--- src/kcg_pkg.sv ---
// shared constants, types and channel codes for the keyframe color gradient
`default_nettype none

package kcg_pkg;

    // keyframe count and field widths
    localparam int KEYFRAMES = 4;
    localparam int POS_W     = 16;
    localparam int CH_W      = 8;
    localparam int CHANNELS  = 3;
    localparam int KF_W      = POS_W + CHANNELS * CH_W;
    localparam int KF_IDX_W  = (KEYFRAMES > 1) ? $clog2(KEYFRAMES) : 1;

    // interpolation widths: span and offset fit in one bit more than a position
    localparam int SPAN_W    = POS_W + 1;
    localparam int NUM_W     = SPAN_W + CH_W;
    localparam int DIV_STEPS = CH_W;

    // channel slots inside a packed color
    localparam int CH_RED   = 2;
    localparam int CH_GREEN = 1;
    localparam int CH_BLUE  = 0;

    typedef logic [CHANNELS-1:0][CH_W-1:0] color_t;

    // one keyframe, packed as in its configuration register
    typedef struct packed {
        logic signed [POS_W-1:0] pos;
        color_t                  color;
    } kf_t;

    typedef kf_t [KEYFRAMES-1:0] kf_bank_t;

    // chosen segment handed from the selector to the interpolator
    typedef struct packed {
        logic              direct;
        logic [SPAN_W-1:0] delta;
        logic [SPAN_W-1:0] span;
        color_t            lo;
        color_t            hi;
    } seg_t;

endpackage

`default_nettype wire

--- src/kcg_kf_regs.sv ---
// keyframe configuration registers
`default_nettype none

module kcg_kf_regs (
    input  wire logic                          clk,
    input  wire logic                          rst_n,
    input  wire logic                          cfg_we,
    input  wire logic [kcg_pkg::KF_IDX_W-1:0]  cfg_index,
    input  wire logic [kcg_pkg::KF_W-1:0]      cfg_data,
    output      kcg_pkg::kf_bank_t             kf_bank
);
    import kcg_pkg::*;

    kf_bank_t kf_bank_reg;
    kf_bank_t kf_bank_next;

    // decode the index; indexes past the last keyframe match nothing
    always_comb
    begin
        kf_bank_next = kf_bank_reg;
        for (int k = 0; k < KEYFRAMES; k++)
        begin
            if (cfg_we && (cfg_index == KF_IDX_W'(k)))
            begin
                kf_bank_next[k] = kf_t'(cfg_data);
            end
        end
    end

    always_ff @(posedge clk or negedge rst_n)
    begin
        if (!rst_n)
        begin
            kf_bank_reg <= '0;
        end
        else
        begin
            kf_bank_reg <= kf_bank_next;
        end
    end

    assign kf_bank = kf_bank_reg;

endmodule

`default_nettype wire

--- src/kcg_segment.sv ---
// two-stage segment selector: compares, then pair choice and span/offset
`default_nettype none

module kcg_segment (
    input  wire logic                              clk,
    input  wire logic                              rst_n,
    input  wire logic                              in_valid,
    input  wire logic signed [kcg_pkg::POS_W-1:0]  position,
    input  wire kcg_pkg::kf_bank_t                 kf_bank,
    output      logic                              out_valid,
    output      kcg_pkg::seg_t                     seg
);
    import kcg_pkg::*;

    // stage a: position against every keyframe
    logic                    a_valid_reg;
    logic signed [POS_W-1:0] a_pos_reg;
    logic [KEYFRAMES-1:0]    a_ge_reg;
    logic [KEYFRAMES-1:0]    a_le_reg;
    logic [KEYFRAMES-1:0]    a_ge_next;
    logic [KEYFRAMES-1:0]    a_le_next;

    // stage b: chosen segment
    logic                    b_valid_reg;
    seg_t                    b_seg_reg;
    seg_t                    b_seg_next;

    logic                    found;
    logic signed [POS_W-1:0] pos_lo;
    logic signed [POS_W-1:0] pos_hi;
    color_t                  col_lo;
    color_t                  col_hi;
    logic [SPAN_W-1:0]       span;
    logic [SPAN_W-1:0]       delta;

    always_comb
    begin
        for (int k = 0; k < KEYFRAMES; k++)
        begin
            a_ge_next[k] = (position >= kf_bank[k].pos);
            a_le_next[k] = (position <= kf_bank[k].pos);
        end
    end

    always_ff @(posedge clk or negedge rst_n)
    begin
        if (!rst_n)
        begin
            a_valid_reg <= 1'b0;
        end
        else
        begin
            a_valid_reg <= in_valid;
        end
    end

    always_ff @(posedge clk)
    begin
        a_pos_reg <= position;
        a_ge_reg  <= a_ge_next;
        a_le_reg  <= a_le_next;
    end

    // first bracketing pair wins: scan downward so the lowest match is kept
    always_comb
    begin
        found  = 1'b0;
        pos_lo = '0;
        pos_hi = '0;
        col_lo = '0;
        col_hi = '0;
        for (int k = KEYFRAMES - 2; k >= 0; k--)
        begin
            if (a_ge_reg[k] && a_le_reg[k+1])
            begin
                found  = 1'b1;
                pos_lo = kf_bank[k].pos;
                pos_hi = kf_bank[k+1].pos;
                col_lo = kf_bank[k].color;
                col_hi = kf_bank[k+1].color;
            end
        end
    end

    // span and offset inside the pair, both non-negative when found
    assign span  = {pos_hi[POS_W-1], pos_hi} - {pos_lo[POS_W-1], pos_lo};
    assign delta = {a_pos_reg[POS_W-1], a_pos_reg} - {pos_lo[POS_W-1], pos_lo};

    // clamps, zero-width pair and no pair all pass a color straight through
    always_comb
    begin
        b_seg_next.delta  = delta;
        b_seg_next.span   = span;
        b_seg_next.hi     = col_hi;
        b_seg_next.direct = 1'b1;
        b_seg_next.lo     = '0;
        if (a_le_reg[0])
        begin
            b_seg_next.lo = kf_bank[0].color;
        end
        else if (a_ge_reg[KEYFRAMES-1])
        begin
            b_seg_next.lo = kf_bank[KEYFRAMES-1].color;
        end
        else if (found)
        begin
            b_seg_next.lo     = col_lo;
            b_seg_next.direct = (span == '0);
        end
    end

    always_ff @(posedge clk or negedge rst_n)
    begin
        if (!rst_n)
        begin
            b_valid_reg <= 1'b0;
        end
        else
        begin
            b_valid_reg <= a_valid_reg;
        end
    end

    always_ff @(posedge clk)
    begin
        b_seg_reg <= b_seg_next;
    end

    assign out_valid = b_valid_reg;
    assign seg       = b_seg_reg;

`ifndef SYNTH
    // an interpolated segment has a nonzero span that covers the offset
    assert property (@(posedge clk) disable iff (!rst_n)
        (b_valid_reg && !b_seg_reg.direct) |->
            ((b_seg_reg.delta <= b_seg_reg.span) && (b_seg_reg.span != '0)))
        else $error("segment offset outside its span");

    // a word leaves the selector after the stage a and stage b registers
    assert property (@(posedge clk) disable iff (!rst_n)
        out_valid |-> $past(in_valid, 2))
        else $error("selector latency broken");
`endif

endmodule

`default_nettype wire

--- src/kcg_interp.sv ---
// interpolator: difference times offset, pipelined restoring divide, add/sub
`default_nettype none

module kcg_interp (
    input  wire logic              clk,
    input  wire logic              rst_n,
    input  wire logic              seg_valid,
    input  wire kcg_pkg::seg_t     seg,
    output      logic              out_valid,
    output      kcg_pkg::color_t   color
);
    import kcg_pkg::*;

    // multiply stage
    logic                              m_valid_reg;
    logic                              m_direct_reg;
    logic [SPAN_W-1:0]                 m_span_reg;
    color_t                            m_lo_reg;
    logic [CHANNELS-1:0]               m_neg_reg;
    logic [CHANNELS-1:0][NUM_W-1:0]    m_num_reg;
    logic [CHANNELS-1:0]               m_neg_next;
    logic [CHANNELS-1:0][NUM_W-1:0]    m_num_next;
    logic [CHANNELS-1:0][CH_W-1:0]     mag;

    // divide stages, one quotient bit each
    logic                              d_valid_reg  [DIV_STEPS];
    logic                              d_direct_reg [DIV_STEPS];
    logic [SPAN_W-1:0]                 d_span_reg   [DIV_STEPS];
    color_t                            d_lo_reg     [DIV_STEPS];
    logic [CHANNELS-1:0]               d_neg_reg    [DIV_STEPS];
    logic [CHANNELS-1:0][NUM_W-1:0]    d_rem_reg    [DIV_STEPS];
    logic [CHANNELS-1:0][CH_W-1:0]     d_q_reg      [DIV_STEPS];

    logic                              s_valid  [DIV_STEPS];
    logic                              s_direct [DIV_STEPS];
    logic [SPAN_W-1:0]                 s_span   [DIV_STEPS];
    color_t                            s_lo     [DIV_STEPS];
    logic [CHANNELS-1:0]               s_neg    [DIV_STEPS];
    logic [CHANNELS-1:0][NUM_W-1:0]    s_rem    [DIV_STEPS];
    logic [CHANNELS-1:0][CH_W-1:0]     s_q      [DIV_STEPS];

    logic [CHANNELS-1:0][NUM_W-1:0]    d_rem_next [DIV_STEPS];
    logic [CHANNELS-1:0][CH_W-1:0]     d_q_next   [DIV_STEPS];
    logic [NUM_W-1:0]                  shifted    [DIV_STEPS];

    // output stage
    logic                              o_valid_reg;
    color_t                            o_color_reg;
    color_t                            o_color_next;

    // channel difference as sign and magnitude, then offset times magnitude
    always_comb
    begin
        for (int c = 0; c < CHANNELS; c++)
        begin
            m_neg_next[c] = (seg.hi[c] < seg.lo[c]);
            mag[c]        = m_neg_next[c] ? (seg.lo[c] - seg.hi[c])
                                          : (seg.hi[c] - seg.lo[c]);
            m_num_next[c] = NUM_W'(seg.delta) * NUM_W'(mag[c]);
        end
    end

    always_ff @(posedge clk or negedge rst_n)
    begin
        if (!rst_n)
        begin
            m_valid_reg <= 1'b0;
        end
        else
        begin
            m_valid_reg <= seg_valid;
        end
    end

    always_ff @(posedge clk)
    begin
        m_direct_reg <= seg.direct;
        m_span_reg   <= seg.span;
        m_lo_reg     <= seg.lo;
        m_neg_reg    <= m_neg_next;
        m_num_reg    <= m_num_next;
    end

    // stage inputs: the multiply stage feeds the first divide stage
    always_comb
    begin
        s_valid[0]  = m_valid_reg;
        s_direct[0] = m_direct_reg;
        s_span[0]   = m_span_reg;
        s_lo[0]     = m_lo_reg;
        s_neg[0]    = m_neg_reg;
        s_rem[0]    = m_num_reg;
        s_q[0]      = '0;
        for (int s = 1; s < DIV_STEPS; s++)
        begin
            s_valid[s]  = d_valid_reg[s-1];
            s_direct[s] = d_direct_reg[s-1];
            s_span[s]   = d_span_reg[s-1];
            s_lo[s]     = d_lo_reg[s-1];
            s_neg[s]    = d_neg_reg[s-1];
            s_rem[s]    = d_rem_reg[s-1];
            s_q[s]      = d_q_reg[s-1];
        end
    end

    // quotient is below 256 because the offset never exceeds the span
    always_comb
    begin
        for (int s = 0; s < DIV_STEPS; s++)
        begin
            shifted[s] = NUM_W'(s_span[s]) << (DIV_STEPS - 1 - s);
            for (int c = 0; c < CHANNELS; c++)
            begin
                d_rem_next[s][c] = s_rem[s][c];
                d_q_next[s][c]   = s_q[s][c];
                if (s_rem[s][c] >= shifted[s])
                begin
                    d_rem_next[s][c] = s_rem[s][c] - shifted[s];
                    d_q_next[s][c][DIV_STEPS - 1 - s] = 1'b1;
                end
            end
        end
    end

    always_ff @(posedge clk or negedge rst_n)
    begin
        if (!rst_n)
        begin
            for (int s = 0; s < DIV_STEPS; s++)
            begin
                d_valid_reg[s] <= 1'b0;
            end
        end
        else
        begin
            for (int s = 0; s < DIV_STEPS; s++)
            begin
                d_valid_reg[s] <= s_valid[s];
            end
        end
    end

    always_ff @(posedge clk)
    begin
        for (int s = 0; s < DIV_STEPS; s++)
        begin
            d_direct_reg[s] <= s_direct[s];
            d_span_reg[s]   <= s_span[s];
            d_lo_reg[s]     <= s_lo[s];
            d_neg_reg[s]    <= s_neg[s];
            d_rem_reg[s]    <= d_rem_next[s];
            d_q_reg[s]      <= d_q_next[s];
        end
    end

    // floor division: a falling channel rounds away when there is a remainder
    always_comb
    begin
        for (int c = 0; c < CHANNELS; c++)
        begin
            if (d_direct_reg[DIV_STEPS-1])
            begin
                o_color_next[c] = d_lo_reg[DIV_STEPS-1][c];
            end
            else if (d_neg_reg[DIV_STEPS-1][c])
            begin
                o_color_next[c] = d_lo_reg[DIV_STEPS-1][c] - d_q_reg[DIV_STEPS-1][c]
                                - CH_W'(d_rem_reg[DIV_STEPS-1][c] != '0);
            end
            else
            begin
                o_color_next[c] = d_lo_reg[DIV_STEPS-1][c] + d_q_reg[DIV_STEPS-1][c];
            end
        end
    end

    always_ff @(posedge clk or negedge rst_n)
    begin
        if (!rst_n)
        begin
            o_valid_reg <= 1'b0;
        end
        else
        begin
            o_valid_reg <= d_valid_reg[DIV_STEPS-1];
        end
    end

    always_ff @(posedge clk)
    begin
        o_color_reg <= o_color_next;
    end

    assign out_valid = o_valid_reg;
    assign color     = o_color_reg;

`ifndef SYNTH
    // a finished divide leaves every remainder below the span
    assert property (@(posedge clk) disable iff (!rst_n)
        (d_valid_reg[DIV_STEPS-1] && !d_direct_reg[DIV_STEPS-1]) |->
            ((d_rem_reg[DIV_STEPS-1][0] < NUM_W'(d_span_reg[DIV_STEPS-1])) &&
             (d_rem_reg[DIV_STEPS-1][1] < NUM_W'(d_span_reg[DIV_STEPS-1])) &&
             (d_rem_reg[DIV_STEPS-1][2] < NUM_W'(d_span_reg[DIV_STEPS-1]))))
        else $error("divider remainder not below span");

    // a word passes the multiply, divide and output stages of the interpolator
    assert property (@(posedge clk) disable iff (!rst_n)
        out_valid |-> $past(seg_valid, 10))
        else $error("interpolator latency broken");
`endif

endmodule

`default_nettype wire

--- src/keyframe_color_gradient_top.sv ---
// top level of the keyframe color gradient
// Maps a signed 16-bit position to an RGB color by piecewise-linear
// interpolation between four keyframes held in configuration registers.
// Input: a word is taken at each rising edge where start is high and busy
//   is low; busy stays low, so a new position can enter every cycle.
// Output: done marks red/green/blue for exactly one cycle, once the word has
//   passed the selector and interpolator stages; the receiver cannot hold
//   results back, and results leave in the order the positions came in.
// Throughput is one word per cycle. A word passes two selector stages,
//   one multiply stage, eight divide stages (one quotient bit each, since the
//   quotient of offset times channel difference over span is below 256) and
//   one output stage.
// Configuration: cfg_we writes cfg_data into keyframe cfg_index at the clock
//   edge; bits 39:24 position, 23:16 red, 15:8 green, 7:0 blue. Write only
//   while no word is in flight. Keyframe positions should not decrease.
// Reset clears all keyframes to zero and empties the pipeline.
`default_nettype none

module keyframe_color_gradient_top (
    input  wire logic                              clk,
    input  wire logic                              rst_n,
    input  wire logic                              start,
    output      logic                              busy,
    input  wire logic signed [kcg_pkg::POS_W-1:0]  position,
    output      logic                              done,
    output      logic [kcg_pkg::CH_W-1:0]          red,
    output      logic [kcg_pkg::CH_W-1:0]          green,
    output      logic [kcg_pkg::CH_W-1:0]          blue,
    input  wire logic                              cfg_we,
    input  wire logic [kcg_pkg::KF_IDX_W-1:0]      cfg_index,
    input  wire logic [kcg_pkg::KF_W-1:0]          cfg_data
);
    import kcg_pkg::*;

    kf_bank_t kf_bank;
    logic     in_valid;
    logic     seg_valid;
    seg_t     seg;
    color_t   color;

    // the pipeline takes a word every cycle
    assign busy     = 1'b0;
    assign in_valid = start && !busy;

    // keyframe registers
    kcg_kf_regs u_kf_regs (
        .clk       (clk),
        .rst_n     (rst_n),
        .cfg_we    (cfg_we),
        .cfg_index (cfg_index),
        .cfg_data  (cfg_data),
        .kf_bank   (kf_bank)
    );

    // segment choice
    kcg_segment u_segment (
        .clk       (clk),
        .rst_n     (rst_n),
        .in_valid  (in_valid),
        .position  (position),
        .kf_bank   (kf_bank),
        .out_valid (seg_valid),
        .seg       (seg)
    );

    // interpolation
    kcg_interp u_interp (
        .clk       (clk),
        .rst_n     (rst_n),
        .seg_valid (seg_valid),
        .seg       (seg),
        .out_valid (done),
        .color     (color)
    );

    assign red   = color[CH_RED];
    assign green = color[CH_GREEN];
    assign blue  = color[CH_BLUE];

endmodule

`default_nettype wire
--- config.mk ---
export PLATFORM = sky130hd
export DESIGN_NAME = keyframe_color_gradient_top
export DESIGN_NICKNAME = d
export VERILOG_FILES = /design/src/kcg_pkg.sv /design/src/kcg_kf_regs.sv /design/src/kcg_segment.sv /design/src/kcg_interp.sv /design/src/keyframe_color_gradient_top.sv
export SDC_FILE = /design/constraint.sdc
export NUM_CORES = 2
export LEC_CHECK = 0
export BUFFER_PORTS_ARGS = -buffer_cell sky130_fd_sc_hd__buf_4
export CORE_AREA = 2 2 449 451
export DETAILED_ROUTE_END_ITERATION = 7
export DIE_AREA = 0 0 451 453
export PLACE_DENSITY = 0.6
export SYNTH_ARGS = -nofsm -noshare
export SYNTH_HDL_FRONTEND = slang
export SYNTH_SLANG_ARGS = --single-unit
--- constraint.sdc ---
create_clock -name clk -period 7.9 [get_ports clk]
set_clock_uncertainty 0.1 [all_clocks]
set_input_delay 1.975 -clock clk [delete_from_list [all_inputs] [get_ports clk]]
set_output_delay 1.975 -clock clk [all_outputs]
set_load 0.1 [all_outputs]
# ---- After elaboration in Yosys (flattened, before gate mapping)
# Memories as Yosys holds them, arrays and structs flattened.
# Index checks and enable logic that the tools add are counted.
dict set report word_totals {
  mem_bits_rw 1152
  wordCells 229
  out_inout_bits 26
  ff_bits 423
  in_bits 62
  mem_count 6
}
dict set report classes {
  bitwise 1
  mul 3
  addsub 41
  magnitude_cmp 35
  n_mux 75
  n_reduce_logical 13
  n_eq_ne 3
}
# memory words width rd rd_clocked_by_memory_dff wr line_no
set mem_list {}
lappend mem_list {u_interp.d_rem_reg 8 75 8 0 8 kcg_interp.sv:31} ;# logic [CHANNELS-1:0][NUM_W-1:0] d_rem_reg [DIV_STEPS];
lappend mem_list {u_interp.d_lo_reg 8 24 8 0 8 kcg_interp.sv:29} ;# color_t d_lo_reg [DIV_STEPS];
lappend mem_list {u_interp.d_q_reg 8 24 8 0 8 kcg_interp.sv:32} ;# logic [CHANNELS-1:0][CH_W-1:0] d_q_reg [DIV_STEPS];
lappend mem_list {u_interp.d_span_reg 8 17 7 0 8 kcg_interp.sv:28} ;# logic [SPAN_W-1:0] d_span_reg [DIV_STEPS];
lappend mem_list {u_interp.d_neg_reg 8 3 8 0 8 kcg_interp.sv:30} ;# logic [CHANNELS-1:0] d_neg_reg [DIV_STEPS];
lappend mem_list {u_interp.d_direct_reg 8 1 8 0 8 kcg_interp.sv:27} ;# logic d_direct_reg [DIV_STEPS];
# operator n
set ops {}
lappend ops {{25-bit two-way mux} 24}
lappend ops {{24-bit two-way mux} 9}
lappend ops {{16-bit two-way mux} 6}
lappend ops {{25-bit by 17-bit greater-or-equal comparator with 1-bit output} 3}
lappend ops {{25-bit by 18-bit greater-or-equal comparator with 1-bit output} 3}
lappend ops {{25-bit by 19-bit greater-or-equal comparator with 1-bit output} 3}
lappend ops {{25-bit by 20-bit greater-or-equal comparator with 1-bit output} 3}
lappend ops {{25-bit by 21-bit greater-or-equal comparator with 1-bit output} 3}
lappend ops {{25-bit by 22-bit greater-or-equal comparator with 1-bit output} 3}
lappend ops {{25-bit by 23-bit greater-or-equal comparator with 1-bit output} 3}
lappend ops {{25-bit by 24-bit greater-or-equal comparator with 1-bit output} 3}
lappend ops {{17-bit by 8-bit multiplier with 25-bit output} 3}
lappend ops {{25-bit nonzero test} 3}
lappend ops {{25-bit by 17-bit subtractor with 25-bit output} 3}
lappend ops {{25-bit by 18-bit subtractor with 25-bit output} 3}
lappend ops {{25-bit by 19-bit subtractor with 25-bit output} 3}
lappend ops {{25-bit by 20-bit subtractor with 25-bit output} 3}
lappend ops {{25-bit by 21-bit subtractor with 25-bit output} 3}
lappend ops {{25-bit by 22-bit subtractor with 25-bit output} 3}
lappend ops {{25-bit by 23-bit subtractor with 25-bit output} 3}
lappend ops {{25-bit by 24-bit subtractor with 25-bit output} 3}
lappend ops {{8-bit two-way mux} 9}
lappend ops {{8-bit subtractor} 9}
lappend ops {{16-bit greater-or-equal comparator} 4}
lappend ops {{13 further kinds} 56}

# ---- Logic depth before layout (Yosys ltp)
dict set report depth {
  depth_word 7
  depth_mapped 32
}

# ---- Cells and area by module
# From an unflattened synthesis, not the netlist that was laid out.
dict set report unflattened {
  cells_unflattened 8426
  hier_area_um2 80676.1
}
# module area_per_inst_um2 cells_per_inst instances seq_area_each_um2
set modules_own_cells {}
lappend modules_own_cells {kcg_interp 67572.3 7216 1 24173.2}
lappend modules_own_cells {kcg_segment 7123.1 868 1 2192.1}
lappend modules_own_cells {kcg_kf_regs 5969.5 340 1 4003.8}
lappend modules_own_cells {keyframe_color_gradient_top 11.3 2 1 0.0}

# ---- Worst setup path after synthesis
# OpenSTA, ideal clock, no wires.
dict set report synth_timing {
  kind {register to register}
  start {reg u_segment.b_seg_reg (netlist bit u_segment.seg[8])}
  end {reg u_interp.m_num_reg[48] (netlist bit)}
  arrival_ns 7.007
  path_slack_ns 0.721
  t_required_ns 7.728
  path_buffers 2
  stages_incl_launch_ff 33
  cell_sequence {dfxtp_1 inv_1 ha_1 inv_1 fa_1 a21o_1 nand4_1 nand4_1 o211ai_1 buf_2 mux2i_1 a221o_1 a31oi_1 xnor2_1 clkbuf_1 nand2_1 fa_1 fa_1 inv_1 fa_1 inv_1 fa_1 inv_1 ha_1 o21a_1 o31a_1 o41a_1 nor3_1 o221ai_1 o41ai_2 o211ai_1 a21oi_1 xnor2_1}
}
# item line_no
set synth_rtl {}
lappend synth_rtl {{start: declaration} kcg_segment.sv:25} ;# seg_t b_seg_reg;
lappend synth_rtl {{start signal: assignment} kcg_segment.sv:126} ;# b_seg_reg <= b_seg_next;
lappend synth_rtl {{end signal: assignment} kcg_interp.sv:81} ;# m_num_reg <= m_num_next;
lappend synth_rtl {{end: declaration} kcg_interp.sv:20} ;# logic [CHANNELS-1:0][NUM_W-1:0] m_num_reg;

==> results by group <==
Yosys
  • Flops & latches, synth: between 1000 and 1500
  • Number of synthesized flops with an enable pin: 0
  • Post-synthesis sequential area ratio: between 30% and 40%
  • Yosys warning count: 0
  • Mapped Avg Cell Area: 9.59 sq um
  • Top_reg_cell synth: dfxtp_1
  • Synth async-reset ratio: a little under an eighth
  • Post-synthesis cell count: between 8000 and 9000
  • Mapped cell area: 79400 sq um
  • Cell variety after synth: between 90 and 100
  • Post-Syn Nets: 9397

Worst setup path
  • CP max FO: 16
  • Buffers plus inverters on the worst setup path: 6
  • Setup CP Type: flip-flop to flip-flop
  • Worst EP required: 8.51 ns
  • CP startpoint kind: flip-flop
  • Register-to-Register Path Depth: 31
  • Critical Path AT: ~8 ns
  • Worst setup EP type: flip-flop
  • Critical Path Stages: 31
  • Slowest CP cell: fa_1
  • Most frequent CP cell: fa_1
  • Top Family by Delay on Critical Path: adder cells
  • CP max stage delay: 0.54 ns

Timing
  • Worst Max-Slew Pin Slew: 1.23 ns
  • Period utilisation layout: 93.9%
  • Final Max Slew Viols: 0
  • Final hold slack: 0.217 ns
  • Worst slew margin: 17.6%
  • Max Clk Rate: 135 MHz
  • Min cycle time layout: 7.42 ns
  • Unrepaired setup endpoints after global routing: no
  • Final hold vios: 0
  • Number of setup violations in the final report: 0
  • Worst setup margin: around 0.48 ns

Placed design
  • Port Buffers: 86
  • DP Wirelength: around 170 mm
  • GPL Wtd Cong: 0.932
  • Setup Slack @ Placement: -0.0766 ns

CTS
  • CTS tree: yes
  • CTS Sinks: approximately 1500
  • CTS root buf: clkbuf_16
  • Number of CTS-inserted buffers: 152
  • Clk buf depth: 3
  • Clk_lat worst skew: a little under 0.8 ns
  • Number of H-tree levels: 4
  • CTS clk-pin slew, worst paths: 0.06 ns

Floorplan
  • Row count: around 160
  • Core Area: between 150000 and 200000 sq um
  • # IOs: 88
  • Die width: 451 um
  • Initial core utilization: 39.9%
  • Chip height: around 450 um
  • Die area: 204000 sq um

Min path
  • Hold depth: 0
  • Hold Path Class: flip-flop to flip-flop

Global route
  • Largest net degree at the start of global routing: 82
  • Initial antenna violation count: 8
  • Vias in the first global route: 58529
  • GRT Util Overall: 21.0%
  • Global-route wire length before repair: 335 mm
  • Remaining global-route overflow: 0

Drt
  • WL per Instance: between 15 and 20 um
  • DRC: 0
  • Via count: 58524
  • Antenna Nets Post-Route: 0
  • Vias per Instance: 5.24
  • DRT Pass-1 Iters: 6
  • DRT iter0 DRCs: 3590
  • Drt total wl: 218 mm

Finish
  • Max reg flops: 600
  • Share of cells above drive strength 1: 8.26%
  • Area growth syn-to-layout: 11.3%
  • Commonest non-fill, non-tap cell in the layout: dfxtp_1
  • Final nets: 9504
  • Commonest non-fill, non-tap cells in the layout: 1302 x dfxtp_1, 793 x inv_1, 743 x ha_1, 540 x nand2_1, 507 x a21oi_1

Run status
  • Status: finished clean

Run
  • Max-cap violations: 0
## area by class of cell
class | instances | area (sq um)
antenna | 3 | 7.51
clock buffer | 197 | 4300
clock inverter | 72 | 855
tap | 2656 | 3320
inverter | 798 | 3000
sequential | 1474 | 30400
fill | 18948 | 111000
multi-input combinational | 5800 | 45400
timing repair buffer | 162 | 1220
## metrics by stage
step / utilization (%) / cells / area (sq um) / setup TNS, ns
floorplan: - / 8281 / 79400 / 0
global placement: 41.8 / 10887 / 83200 / 0
detailed placement: 41.8 / 10887 / 83200 / -0.0766
CTS: 44.4 / 11156 / 88400 / 0
global route: 44.4 / 11159 / 88400 / 0
finish: 44.4 / 11162 / 88400 / 0
## what timing repair did
item                                   in CTS  in global routing
resized for setup                           1                  3
setup buffers                               0                  3
pin swaps                                   0                  1
setup endpoints to repair                   2                  7
hold buffers                                0                  0
endpoints found under the hold margin       0                  0
## cells by family (layout without fill, tap and decap cells)
group,count (synthesis),count (layout),share of synthesized area (%)
multiplexers,271,271,3.75
XOR/XNOR,535,535,5.90
adder cells (fa/ha/maj),1054,1054,19.5
AO/OA/AOI/OAI,1789,1789,14.2
flip-flops,1474,1474,38.2
other,1,4,0.00472
AND/OR/NAND/NOR,2150,2150,13.5
buffers and inverters,1007,1229,4.81
## synthesized netlist by cell type (all sizes together), types with 72 or more instances
cell	n	area share, %
inv	798	3.8
nand4	85	0.67
dfxtp	1302	33
nand2b	103	0.81
fa	311	7.8
nor2b	180	1.4
and2	273	2.2
o21ai	503	3.2
nor2	503	2.4
o21bai	72	0.68
dfrtp	172	5.4
nand2	540	2.6
nor3	127	0.80
a21o	180	1.7
ha	743	12
xor2	226	2.5
xnor2	309	3.4
o21a	94	0.89
mux2	215	3.0
a21oi	511	3.2
nand3	88	0.55
clkbuf	170	0.80
## per-layer routing
| metal | track usage, % | vias to the layer above | share of wire (%) |
|---|---|---|---|
| li1 | - | 28522 | - |
| met1 | 25.1 | 28244 | 42 |
| met2 | 37.3 | 1316 | 49 |
| met3 | 2.90 | 438 | 4.0 |
| met4 | 9.70 | 4 | 5.0 |
| met5 | 0 | - | 0.012 |
## path summary, 6_finish.rpt
check                                           end  slack [ns]               startpoint
max reg2reg                  u_interp.m_num_reg[48]        0.48         u_segment.seg[8]
min in group asynchronous    u_kf_regs.kf_bank[116]        1.04                    rst_n
min                        u_interp.d_lo_reg[1][30]        0.22  u_interp.d_lo_reg[1][6]
min reg2reg                u_interp.d_lo_reg[1][30]        0.22  u_interp.d_lo_reg[1][6]
max in group asynchronous     u_kf_regs.kf_bank[92]        5.45                    rst_n
max                          u_interp.m_num_reg[48]        0.48         u_segment.seg[8]
Power is not shown: default switching activity piles up to over one toggle a cycle in this logic, so the estimate is an artifact.
